--- config.mk ---
export PLATFORM = sky130hd
export DESIGN_NAME = ups_status_message_parser_unit
export DESIGN_NICKNAME = d
export VERILOG_FILES = /design/src/design/usmp_pkg.sv /design/src/design/usmp_word_match.sv /design/src/design/ups_status_message_parser_unit.sv
export SDC_FILE = /design/constraint.sdc
export NUM_CORES = 1
export LEC_CHECK = 0
export ABC_AREA = 1
export BUFFER_PORTS_ARGS = -buffer_cell sky130_fd_sc_hd__clkbuf_2
export CAP_MARGIN = 20
export CORE_MARGIN = 10
export CORE_UTILIZATION = 45
export CTS_BUF_LIST = sky130_fd_sc_hd__clkbuf_4 sky130_fd_sc_hd__clkbuf_8 sky130_fd_sc_hd__clkbuf_16
export CTS_CLUSTER_SIZE = 25
export DETAILED_ROUTE_END_ITERATION = 7
export HOLD_SLACK_MARGIN = 0.1
export PLACE_DENSITY_LB_ADDON = 0.05
export REMOVE_ABC_BUFFERS = 1
export SKIP_LAST_GASP = 1
export SLEW_MARGIN = 20
export SYNTH_ARGS = -nofsm -noshare
export SYNTH_HDL_FRONTEND = slang
export SYNTH_SLANG_ARGS = --single-unit
--- constraint.sdc ---
create_clock -name clk -period 2.4 [get_ports clk]
set_input_delay 0.12 -clock clk [delete_from_list [all_inputs] [get_ports clk]]
set_output_delay 0.12 -clock clk [all_outputs]
set_load 0.02 [all_outputs]
--- src/design/usmp_pkg.sv ---
`timescale 1ns / 1ps

package usmp_pkg;

  localparam int WORD_LEN = 5;
  localparam int WINDOW_DEPTH = 4;
  localparam int WORD_COUNT = 8;
  localparam int FILL_BITS = 3;
  localparam int POLL_COUNT_BITS_DEF = 16;
  localparam int MAX_IDLE_BITS = 16;
  localparam logic [MAX_IDLE_BITS-1:0] MAX_IDLE_POLLS_RST = 16'd2;

  // Action codes of an input item.
  localparam logic [1:0] ACT_BYTE = 2'd0;
  localparam logic [1:0] ACT_POLL = 2'd1;
  localparam logic [1:0] ACT_LINK_ERR = 2'd2;

  // Status word codes.
  localparam logic [2:0] CODE_BUFRD = 3'd0;
  localparam logic [2:0] CODE_ALARM = 3'd1;
  localparam logic [2:0] CODE_DC_OK = 3'd2;
  localparam logic [2:0] CODE_DC_LO = 3'd3;
  localparam logic [2:0] CODE_BAT_OFF = 3'd4;
  localparam logic [2:0] CODE_BAT_ON = 3'd5;
  localparam logic [2:0] CODE_CHG_HI = 3'd6;
  localparam logic [2:0] CODE_CHG_LO = 3'd7;

  // Five characters, oldest in the top byte.
  typedef logic [8*WORD_LEN-1:0] word_t;

  localparam word_t STATUS_WORDS [WORD_COUNT] = '{
    "BUFRD", "ALARM", "DC_OK", "DC_LO", "*****", "*BAT*", "BA>85", "BA<85"
  };

  typedef struct packed {
    logic [1:0] action;
    logic [7:0] received_byte;
  } in_item_t;

  typedef struct packed {
    logic       message_matched;
    logic [2:0] message_code;
    logic       data_stale;
    logic       on_battery_status;
    logic       low_battery;
    logic       charge_above_85;
    logic       input_voltage_low;
    logic       battery_mode;
  } out_item_t;

  typedef struct packed {
    logic       hit;
    logic [2:0] code;
  } match_t;

endpackage

--- src/design/usmp_word_match.sv ---
`timescale 1ns / 1ps

module usmp_word_match
  import usmp_pkg::*;
(
  input  word_t  cand,
  output match_t match
);

  // All eight words are compared in parallel; the lowest index wins.
  always_comb begin
    match = '0;
    for (int i = WORD_COUNT - 1; i >= 0; i--) begin
      if (cand == STATUS_WORDS[i]) begin
        match.hit  = 1'b1;
        match.code = 3'(i);
      end
    end
  end

endmodule

--- src/design/ups_status_message_parser_unit.sv ---
`timescale 1ns / 1ps
// Status word parser for a serial UPS link.
// Input channel (in_valid / in_stall / in_data): one item per serial character,
// poll tick or link error. Result channel (out_valid / out_stall / out_data):
// exactly one result item per input item, showing the status after that item.
// Configuration channel (cfg_valid / cfg_ready / cfg_max_idle_polls): writes the
// idle poll limit; cfg_ready is always high. Write it only while the block is idle.
// Each item is decoded, matched against the eight status words and folded into
// the flags in the cycle it is accepted, and its result sits in the output
// register at the next edge. Throughput is one item per cycle while the receiver
// does not stall; the single output register is the only stage.
// When the receiver stalls with a result pending, in_stall rises in the same
// cycle and no item is taken until the result register is free again.
// Reset (rst_n low, synchronous) empties the window, clears all flags and the idle
// poll count, drops any pending result, and sets the idle limit to 2.
module ups_status_message_parser_unit
  import usmp_pkg::*;
#(
  parameter int POLL_COUNT_BITS = POLL_COUNT_BITS_DEF
) (
  input  logic                     clk,
  input  logic                     rst_n,
  input  logic                     in_valid,
  output logic                     in_stall,
  input  in_item_t                 in_data,
  output logic                     out_valid,
  input  logic                     out_stall,
  output out_item_t                out_data,
  input  logic                     cfg_valid,
  output logic                     cfg_ready,
  input  logic [MAX_IDLE_BITS-1:0] cfg_max_idle_polls
);

  localparam int CMP_W = (POLL_COUNT_BITS > MAX_IDLE_BITS) ? POLL_COUNT_BITS : MAX_IDLE_BITS;

  logic [7:0]                 window_r [WINDOW_DEPTH];
  logic [7:0]                 window_nxt [WINDOW_DEPTH];
  logic [FILL_BITS-1:0]       fill_r, fill_nxt;
  logic                       alarm_r, alarm_nxt;
  logic                       in_low_r, in_low_nxt;
  logic                       battery_r, battery_nxt;
  logic                       chg_high_r, chg_high_nxt;
  logic                       seen_r, seen_nxt;
  logic [POLL_COUNT_BITS-1:0] count_r, count_nxt;
  logic [MAX_IDLE_BITS-1:0]   max_idle_r;
  logic                       out_valid_r;
  out_item_t                  out_data_r, out_data_nxt;

  logic                       in_acc;
  word_t                      cand;
  match_t                     match;
  logic                       window_full;

  assign in_stall  = out_valid_r && out_stall;
  assign in_acc    = in_valid && !in_stall;
  assign out_valid = out_valid_r;
  assign out_data  = out_data_r;
  assign cfg_ready = 1'b1;

  assign window_full = (fill_r == FILL_BITS'(WINDOW_DEPTH));
  assign cand = {window_r[0], window_r[1], window_r[2], window_r[3], in_data.received_byte};

  usmp_word_match u_match (
    .cand  (cand),
    .match (match)
  );

  always_comb begin
    window_nxt   = window_r;
    fill_nxt     = fill_r;
    alarm_nxt    = alarm_r;
    in_low_nxt   = in_low_r;
    battery_nxt  = battery_r;
    chg_high_nxt = chg_high_r;
    seen_nxt     = seen_r;
    count_nxt    = count_r;
    out_data_nxt = '0;

    case (in_data.action)
      ACT_BYTE: begin
        if (!window_full) begin
          window_nxt[fill_r[1:0]] = in_data.received_byte;
          fill_nxt = fill_r + FILL_BITS'(1);
        end else if (match.hit) begin
          out_data_nxt.message_matched = 1'b1;
          out_data_nxt.message_code    = match.code;
          seen_nxt = 1'b1;
          fill_nxt = '0;
          case (match.code)
            CODE_BUFRD:   alarm_nxt    = 1'b0;
            CODE_ALARM:   alarm_nxt    = 1'b1;
            CODE_DC_OK:   in_low_nxt   = 1'b0;
            CODE_DC_LO:   in_low_nxt   = 1'b1;
            CODE_BAT_OFF: battery_nxt  = 1'b0;
            CODE_BAT_ON:  battery_nxt  = 1'b1;
            CODE_CHG_HI:  chg_high_nxt = 1'b1;
            default:      chg_high_nxt = 1'b0;
          endcase
        end else begin
          // Drop the oldest character; the window keeps the last four.
          for (int i = 0; i < WINDOW_DEPTH - 1; i++) begin
            window_nxt[i] = window_r[i+1];
          end
          window_nxt[WINDOW_DEPTH-1] = in_data.received_byte;
        end
      end
      ACT_POLL: begin
        if (seen_r) begin
          count_nxt = '0;
          seen_nxt  = 1'b0;
        end else if (count_r != '1) begin
          count_nxt = count_r + POLL_COUNT_BITS'(1);
        end
      end
      ACT_LINK_ERR: begin
        fill_nxt = '0;
      end
      default: begin
      end
    endcase

    out_data_nxt.data_stale        = CMP_W'(count_nxt) > CMP_W'(max_idle_r);
    out_data_nxt.on_battery_status = in_low_nxt | battery_nxt;
    out_data_nxt.low_battery       = alarm_nxt;
    out_data_nxt.charge_above_85   = chg_high_nxt;
    out_data_nxt.input_voltage_low = in_low_nxt;
    out_data_nxt.battery_mode      = battery_nxt;
  end

  always_ff @(posedge clk) begin
    if (!rst_n) begin
      fill_r      <= '0;
      alarm_r     <= 1'b0;
      in_low_r    <= 1'b0;
      battery_r   <= 1'b0;
      chg_high_r  <= 1'b0;
      seen_r      <= 1'b0;
      count_r     <= '0;
      max_idle_r  <= MAX_IDLE_POLLS_RST;
      out_valid_r <= 1'b0;
    end else begin
      if (cfg_valid && cfg_ready) begin
        max_idle_r <= cfg_max_idle_polls;
      end
      if (in_acc) begin
        fill_r     <= fill_nxt;
        alarm_r    <= alarm_nxt;
        in_low_r   <= in_low_nxt;
        battery_r  <= battery_nxt;
        chg_high_r <= chg_high_nxt;
        seen_r     <= seen_nxt;
        count_r    <= count_nxt;
        out_valid_r <= 1'b1;
      end else if (!out_stall) begin
        out_valid_r <= 1'b0;
      end
    end
  end

  always_ff @(posedge clk) begin
    if (in_acc) begin
      window_r   <= window_nxt;
      out_data_r <= out_data_nxt;
    end
  end

`ifndef ASSERT_OFF
  assert property (@(posedge clk) disable iff (!rst_n)
    fill_r <= FILL_BITS'(WINDOW_DEPTH))
    else $error("window fill count beyond window depth");

  assert property (@(posedge clk) disable iff (!rst_n)
    in_stall |-> out_valid_r)
    else $error("input stalled with no result pending");

  assert property (@(posedge clk) disable iff (!rst_n)
    (in_acc && in_data.action == ACT_BYTE && window_full && match.hit)
    |=> (fill_r == '0 && seen_r && out_valid_r && out_data_r.message_matched))
    else $error("matched word did not empty the window and mark activity");

  assert property (@(posedge clk) disable iff (!rst_n)
    (in_acc && in_data.action == ACT_POLL && seen_r) |=> (count_r == '0 && !seen_r))
    else $error("poll after a matched word did not restart the idle count");

  assert property (@(posedge clk) disable iff (!rst_n)
    out_valid_r |-> (out_data_r.on_battery_status ==
                     (out_data_r.input_voltage_low | out_data_r.battery_mode)))
    else $error("on-battery status disagrees with its flags");
`endif

endmodule
==> summary.txt <==
Power
  • VDD IR max: 427 µV
  • Sw power: 0.00105 W
  • Sequential power share: 0.430
  • Switching Fraction: 0.283
  • Clock share of power: 0.378
  • Int Pwr: 0.00266 W
  • Leak pwr: 3.52 nW
  • Combinational share of power: 0.192
  • Power per Cell Area: 484 mW/mm²

Die
  • IO Pins: 44
  • Site row count: 39
  • Die width: 129 µm
  • Initial core utilization: 0.464
  • Die area: 0.0166 mm²
  • DIE HEIGHT: 129 µm
  • Core region area: 0.0115 mm²

Worst setup path
  • CP max FO: 4
  • Worst Reg-to-Reg Cells: 19
  • Crit path kind: reg -> reg
  • CP required: 2510 ps
  • Reg2reg setup slack: -370 ps
  • Reg2reg end: out_data[5]$_DFFE_PP_
  • Crit end category: register
  • CP startpoint kind: register
  • Worst r2r src: count_r[0]$_SDFFE_PN0P_
  • CP Data Arrival Time: 2880 ps

Cells and area
  • Commonest non-fill, non-tap cell in the layout: buf_4
  • Antenna fix cells: 0
  • Multi-input logic area: 0.00299 mm²
  • Fill cells: 1,003
  • Commonest cells after routing, fill and taps aside: 153 x buf_4, 122 x inv_1, 110 x nand2_1, 92 x nor2_1, 59 x nand3_1
  • Layout Nets: 1,025
  • Sequential cell area: 0.00209 mm²
  • Fin util: 0.667
  • Synthesis-to-layout area growth: 43.7%
  • Layout cells sized above 1: 0.311

Logic synthesis
  • Cell area after synthesis: 0.00534 mm²
  • Mapped Avg Cell Area: 7.00 µm²
  • Synth Register Bits: 83
  • Yosys warns: 0
  • Ys async rst share: 0
  • Ranking of synthesized cells by area: edfxtp_1 24%, dfxtp_1 15%, inv_1 9.0%
  • Post-Syn Instances: 763
  • Synth top area share: 0.236
  • Synth Flop Type: edfxtp_1
  • Leading area contributor after synthesis: edfxtp_1
  • Post-synthesis cell type count: 43
  • Seq/Total Area, Yosys: 0.390
  • Post-synth EDFFs: 42

Clock tree
  • TritonCTS clock tree: yes
  • # clock sinks: 83
  • CTS Buf Count: 9
  • CTS root buffer: clkbuf_16
  • Clock-pin slew on the worst setup and hold paths: 70 ps
  • Worst skew pair latency: 350 ps
  • H-Tree Depth: 3
  • Clock tree buffer depth: 2

Global route
  • Largest net degree at the start of global routing: 44
  • All-Layer GR Usage: 0.212
  • First-pass GRT wire length: 27,900 µm
  • Grt ovf: 0
  • Vias in the first global route: 5,567
  • Initial antenna violation count: 0

Place
  • Placer Congestion: 1.01
  • Port Buffers: 42
  • Post-DP HPWL: 13,500 µm

STA
  • Max-slew headroom: 0.498
  • Worst hold slack: 144 ps
  • RSZ-0062 raised after global routing: true
  • Clock skew: 9.49 ps
  • Worst-margin pin slew: 752 ps
  • Pins Over Slew Limit: 0
  • Hold Vio Cnt, Final: 0
  • Final setup margin: -374 ps
  • Period utilisation layout: 1.16
  • Achievable frequency: 361 MHz
  • Endpoints failing setup: 1
  • Crit path time final: 2770 ps

Route
  • DRC errors left: 0
  • Vias per cell: 5.20
  • Antenna-violating nets left: 0
  • Via count: 5,832
  • WL/cell: 16.0 µm
  • Initial DRC Count: 555
  • Drt first pass iters: 5
  • Post-Route WL: 17,900 µm

Hold path
  • Hold worst-path end: seen_r$_SDFFE_PN0P_
  • Startpoint of the worst hold path: in_data[8]
  • Hold Path Depth: 5
  • Hold crit path type: in -> reg

Outcome
  • Failing checks: negative setup slack
  • Status: complete, but fails checks

Job
  • Max Cap Viol: 0
[sequential cells by signal, summed over array words and instances, names as in the netlist]
signal / cells
chg_high_r: 1
battery_r: 1
out_valid: 1
max_idle_r: 16
out_data: 10
alarm_r: 1
in_low_r: 1
count_r: 16
cand: 32
fill_r: 3
seen_r: 1
[worst max-delay path, cell delays in order (launching register included)]
cell and delay, ps:
dfxtp_2 360, ha_4 160, inv_4 40, nor2_4 90
nand3_2 80, inv_2 80, nand3_4 80, nor2_2 110
nor2_2 60, buf_4 160, nand2_2 70, o21ai_1 60
or2_1 270, inv_2 70, ha_4 200, nand2_2 80
nor2_1 60, a211oi_2 200, o221a_2 230, a21oi_2 50
[what timing repair did]
item                                    in CTS  in global routing
buffers inserted                             5                 15
hold buffers                                21                  0
pin swaps                                   11                 24
endpoints found under the setup margin      33                 23
hold endpoints to repair                    17                  0
resized for setup                           33                 55
[through the flow]
step | area (µm²) | total power (W) | setup WS (ps) | std cells | setup TNS, ps
after floorplan | 5250 | 0.00192 | -409 | 742 | -11980
after global placement | 6680 | 0.00218 | -336 | 1064 | -4660
after detailed placement | 6680 | 0.00220 | -479 | 1064 | -5280
after CTS | 7350 | 0.00365 | -319 | 1106 | -319
after global routing | 7680 | 0.00385 | -495 | 1121 | -495
final | 7680 | 0.00371 | -374 | 1121 | -374
[power by group through the flow]
| stage | combinational [W] | clock, W | sequential [W] |
|---|---|---|---|
| finish | 0.000714 | 0.00140 | 0.00160 |
| global placement | 0.000561 | 0 | 0.00162 |
| CTS | 0.000635 | 0.00142 | 0.00159 |
| floorplan | 0.000284 | 0 | 0.00164 |
| detailed placement | 0.000575 | 0 | 0.00162 |
| global route | 0.000784 | 0.00146 | 0.00160 |
[layer usage]
layer,routed length (µm),up-vias,global-route usage
met5,0,-,0
met4,247,0,0.0696
met3,1230,22,0.0522
met2,7950,168,0.323
met1,8470,2696,0.289
li1,-,2946,-
[area by class of cell]
type	instances	area share
multi-input cells	526	0.389
clock inverters	5	0.00440
well taps	143	0.0233
clock buffers	11	0.0336
flip-flops and latches	83	0.272
inverters	133	0.0659
repair buffers	220	0.211
[Yosys cell counts, drive strengths merged (8+ instances only)]
| cell type | count |
|---|---|
| a21oi | 54 |
| buf | 8 |
| clkbuf | 13 |
| dfxtp | 41 |
| edfxtp | 42 |
| ha | 21 |
| inv | 131 |
| nand2 | 123 |
| nand3 | 69 |
| nand4 | 20 |
| nor2 | 115 |
| nor3 | 24 |
| o21ai | 62 |
| o22ai | 8 |
[worst max path at each step]
stage,start,endpoint,depth (start not counted)
after detailed placement,count_r[0]$_SDFFE_PN0P_,out_data[5]$_DFFE_PP_,19
after floorplan,fill_r[0]$_SDFFE_PN0P_,cand[16]$_DFFE_PP_,7
final,count_r[0]$_SDFFE_PN0P_,out_data[5]$_DFFE_PP_,19
after global placement,count_r[0]$_SDFFE_PN0P_,out_data[5]$_DFFE_PP_,17
after CTS,count_r[1]$_SDFFE_PN0P_,out_data[5]$_DFFE_PP_,19
after global routing,count_r[0]$_SDFFE_PN0P_,out_data[5]$_DFFE_PP_,17
[logic make-up (layout without fill, tap and decap cells)]
group	count (synthesis)	after routing	share of synthesized area
simple gates	363	363	0.303
buf+inv	154	369	0.111
fa+ha+maj	21	21	0.0492
other cells	1	1	0.000702
flops	83	83	0.390
compound gates	141	141	0.146
Power figures use the tool's default switching activity.
